**src/rtl/core/trq_ram.sv**
```systemverilog
// Generic single-clock RAM with one write port and one registered read port.
// No dependencies.
`timescale 1ns / 1ps

module trq_ram #(
  parameter int WIDTH = 8,
  parameter int DEPTH = 16
) (
  input  logic                     clk,
  input  logic                     we,
  input  logic [$clog2(DEPTH)-1:0] waddr,
  input  logic [WIDTH-1:0]         wdata,
  input  logic [$clog2(DEPTH)-1:0] raddr,
  output logic [WIDTH-1:0]         rdata
);

  logic [WIDTH-1:0] mem [DEPTH];

  always_ff @(posedge clk) begin
    if (we) begin
      mem[waddr] <= wdata;
    end
    rdata <= mem[raddr];
  end

endmodule

```
**config.mk**
```make
export PLATFORM = sky130hd
export DESIGN_NAME = trq_ram
export DESIGN_NICKNAME = d
export VERILOG_FILES = /design/src/rtl/core/trq_ram.sv
export SDC_FILE = /design/constraint.sdc
export NUM_CORES = 1
export LEC_CHECK = 0
export BUFFER_PORTS_ARGS = -buffer_cell sky130_fd_sc_hd__buf_2
export CORE_UTILIZATION = 50
export DETAILED_ROUTE_END_ITERATION = 10
export GPL_TIMING_DRIVEN = 0
export HOLD_SLACK_MARGIN = 0.02
export PLACE_DENSITY = 0.67
export REMOVE_ABC_BUFFERS = 1
export SETUP_SLACK_MARGIN = 0.2
export SLEW_MARGIN = 20
export SYNTH_ARGS = -nofsm -noshare
export SYNTH_HDL_FRONTEND = slang
export SYNTH_SLANG_ARGS = --single-unit
```
**constraint.sdc**
```tcl
create_clock -name clk -period 3.9 [get_ports clk]
set_input_delay 0 -clock clk [delete_from_list [all_inputs] [get_ports clk]]
set_output_delay 0 -clock clk [all_outputs]
set_load 0.1 [all_outputs]
```
Word-level counts from Yosys, hierarchy flattened
Memories as Yosys holds them, arrays and structs flattened. A register that Yosys moved wholly into a read port is not among the register bits.
Cells that the tools add are included.
{"block": "totals", "inputBits": 18, "elab_cells": 3, "ram_bits": 128, "mem_count": 1, "regBits": 0, "output_inout_bits": 8}
{"memory": "mem", "depth": 16, "word_bits": 8, "read_ports": 1, "rd_clocked_by_memory_dff": 1, "write_ports": 1, "line": "17", "text": "logic [WIDTH-1:0] mem [DEPTH];"}
{"block": "op_classes", "n_mux": 2}
{"cell": "$mux 1", "count": 2}

Depth between registers and ports, before layout
{"block": "depth", "depth_word": 2, "depth_mapped": 5, "depth_no_buf": 3}

Worst setup path before layout
Ideal clock, no wire load.
{"block": "synth_timing", "path_kind": "input to register", "startpoint": "input port waddr[2]", "endpoint": "memory mem[0][0] (enable)", "cell_stages": 2, "n_path_buf": 0, "arrival_time_ns": 1.110, "slack_ns": 2.407, "cell_sequence": "or3b_2 nor3_1"}
{"element": "start, declared", "line": "11", "text": "input logic [$clog2(DEPTH)-1:0] waddr,"}
{"element": "end, declared", "line": "17"}
Straight into the memory's write port.

Worst setup path after layout
{"block": "layout_timing", "startpoint": "input port waddr[2]", "endpoint": "memory mem[1][2] (enable)"}
Straight into the memory's write port.

==> out/results.ini <==
[setup_path]
crit_chain=dlygate4sd3_1, buf_2, or3b_2, nor2_1
crit_fanout=8
crit_path_end_kind=flop
crit_path_start=waddr[2]
timing.critical_path.max_delay_family=simple AND/OR/NAND/NOR gates
cp-start-kind=input pin
number_of_buffers_and_inverters_on_the_critical_path=2
critical-path-slowest-cell=nor2_1
crit_path_kind=in -> reg
worstReg2RegStart=mem[9][1]
critical_path_max_stage_delay_ns=0.74
crit_required_ns=4.03
cp_data_arrival_time_ns=1.93

[finish]
final_cell_mix=128 x edfxtp_1, 24 x buf_2, 18 x mux4_2
area_occupied_by_multi_input_gates_um2=1080
final-instance-count-excl-fill=426
final_core_utilization_pct=61.9
layout-area-overhead-vs-synth_pct=18.6
drive_above_1_share_pct=28.0
antennaDiodeCount=0
seq_area_um2=4000
layout.cells.most_common=edfxtp_1
finish.net_count=298
filler_cell_count=658

[yosys]
postSynthRegisterBits=136
synthDistinctLibCells=19
synth-seq-area-share_pct=77.8
mappedNetlistArea_um2=5150
ys.warnings.count=0
postSynthCellCount=229
synth.avg_cell_area_um2=22.5

[floorplanning]
fp.dieH_um=103
floorplan.initialDensity_pct=52.2
floorplan.die_area_um2=10700
standard_cell_core_area_um2=9860
num_rows=36
dieWidth_um=103
floorplan.io_pins=26

[run_status]
status=finished clean

[detailed_routing]
detailed_route_vias_per_instance=5.69
detail-route-antenna-nets=0
drtPass1Iterations=4
postRouteWirelength_um=9270
detail_route.iter0.violations=199
dr_drc_count=0
vias=2425
routedWlPerCell_um=21.8

[global_route]
grt_antenna_before_repair=0
grt_use_total_pct=19.6
gr-total-overflow=0
grt_start_max_net_pins=33
number_of_global_route_vias_before_repair=2444
grt_pass1_wl_um=13800

[sta]
min_period_over_period_pct=46.1
fin_skew_ns=0.00554
maxSlewHeadroom_pct=37.0
final-setup-viol-count=0
timing.final.crit_period_ns=1.80
fmaxAchievable_mhz=556
tightestPinTransition_ns=0.941
rsz_0062_raised_after_global_routing=false
hold_viol=0
timing_max_transition_violations_final=0
tns_ns=0

[power_and_ir_drop]
cellPowerDensity_nw_per_um2=554
report.power.total_mw=3.39
irDropWorstVdd_uv=402
p_leak_nw=2.04

[placement]
detailed_place_hpwl_um=5380
gp_congestion=0.788
placedCellCount=380
port-buffer-count=25

[clock_network]
cts_inserted_buffers=17
cts.htree.levels=4
cts_num_sinks=136
max-clock-path-buffers=2
cts.reportedPaths.clkPinSlew_ns=0.06
number_of_gates_given_a_new_drive_strength_after_cts=0
root_buffer=clkbuf_8
worstSkewPairLatency_ns=0.51
cts_tree=done

[job]
cap_violations=0

[worst_hold_path]
hold_path.class=in -> reg
worstHoldStart=raddr[2]

[sequential cells by signal, indices dropped and copies added, names as in the netlist]
| register | cells |
|---|---|
| mem | 128 |
| rdata | 8 |
[cells by family after synthesis]
family,synth area share (%)
flip-flops,77.8
AND/OR/NAND/NOR,3.18
multiplexers,15.0
buffers and inverters,1.68
AO/OA/AOI/OAI,2.33
[report_power, final]
| part | internal [mW] | switching [mW] | leakage [nW] |
|---|---|---|---|
| sequential | 1.63 | 0.00854 | 1.22 |
| combinational | 0.0675 | 0.154 | 0.551 |
| clock | 0.912 | 0.609 | 0.264 |
| total | 2.61 | 0.771 | 2.04 |
[per-layer routing]
metal / wire [um] / part of all wire, % / global-route usage [%] / up-vias
li1: - / - / - / 1076
met5: 0 / 0 / 0 / -
met2: 4520 / 49 / 30.4 / 102
met1: 4010 / 43 / 26.8 / 1239
met4: 79 / 0.85 / 7.58 / 0
met3: 667 / 7.2 / 5.04 / 8
[worst register-to-register path, cell delays in order (launching register included)]
cell and delay (ns):
edfxtp_1 0.37, mux4_1 0.52, a22oi_1 0.24, nand2_1 0.10
[synth_stat cells]
library cell	number	share of area [%]
mux4_1	14	7.1
or3b_2	1	0.17
dfxtp_1	8	3.1
edfxtp_1	128	75
buf_4	1	0.15
nand3b_1	2	0.29
nand2b_1	2	0.24
clkdlybuf4s25_2	3	0.58
buf_2	3	0.29
nand3_1	1	0.097
and2_1	1	0.12
and2b_1	1	0.15
a22oi_1	16	2.3
nor3_1	4	0.39
nor2_1	13	0.95
nand2_1	9	0.66
mux4_2	18	7.9
buf_6	3	0.66
nor2b_1	1	0.12
[stage by stage]
stage | cell area, um2 | hold WS [ns] | setup slack, ns
after global routing | 6110 | 0.0962 | 2.05
after CTS | 6100 | 0.0552 | 2.10
after detailed placement | 5400 | 0.392 | 1.88
final | 6110 | 0.0741 | 2.10
after floorplan | 5060 | 0.0989 | 2.41
after global placement | 5350 | 0.384 | 1.66
[worst paths after layout]
check	to	slack [ns]	depth (start not counted)
setup / recovery	mem[1][2]	2.10	4
hold / removal	rdata[2]	0.07	4
setup reg to reg	rdata[1]	2.55	3
hold reg to reg	rdata[2]	0.67	3
[repair_timing]
action | in CTS | in global routing
endpoints found under the hold margin | 142 | 0
buffers inserted | 0 | 0
hold buffers | 14 | 0
[area by class of cell]
| cell class | instances | share of cell area [%] |
|---|---|---|
| Multi-Input combinational cell | 83 | 17.6 |
| Sequential cell | 136 | 65.6 |
| Timing Repair Buffer | 42 | 4.75 |
| Clock inverter | 14 | 2.48 |
| Tap cell | 133 | 2.72 |
| Clock buffer | 18 | 6.84 |
(Power assumes the default switching activity.)
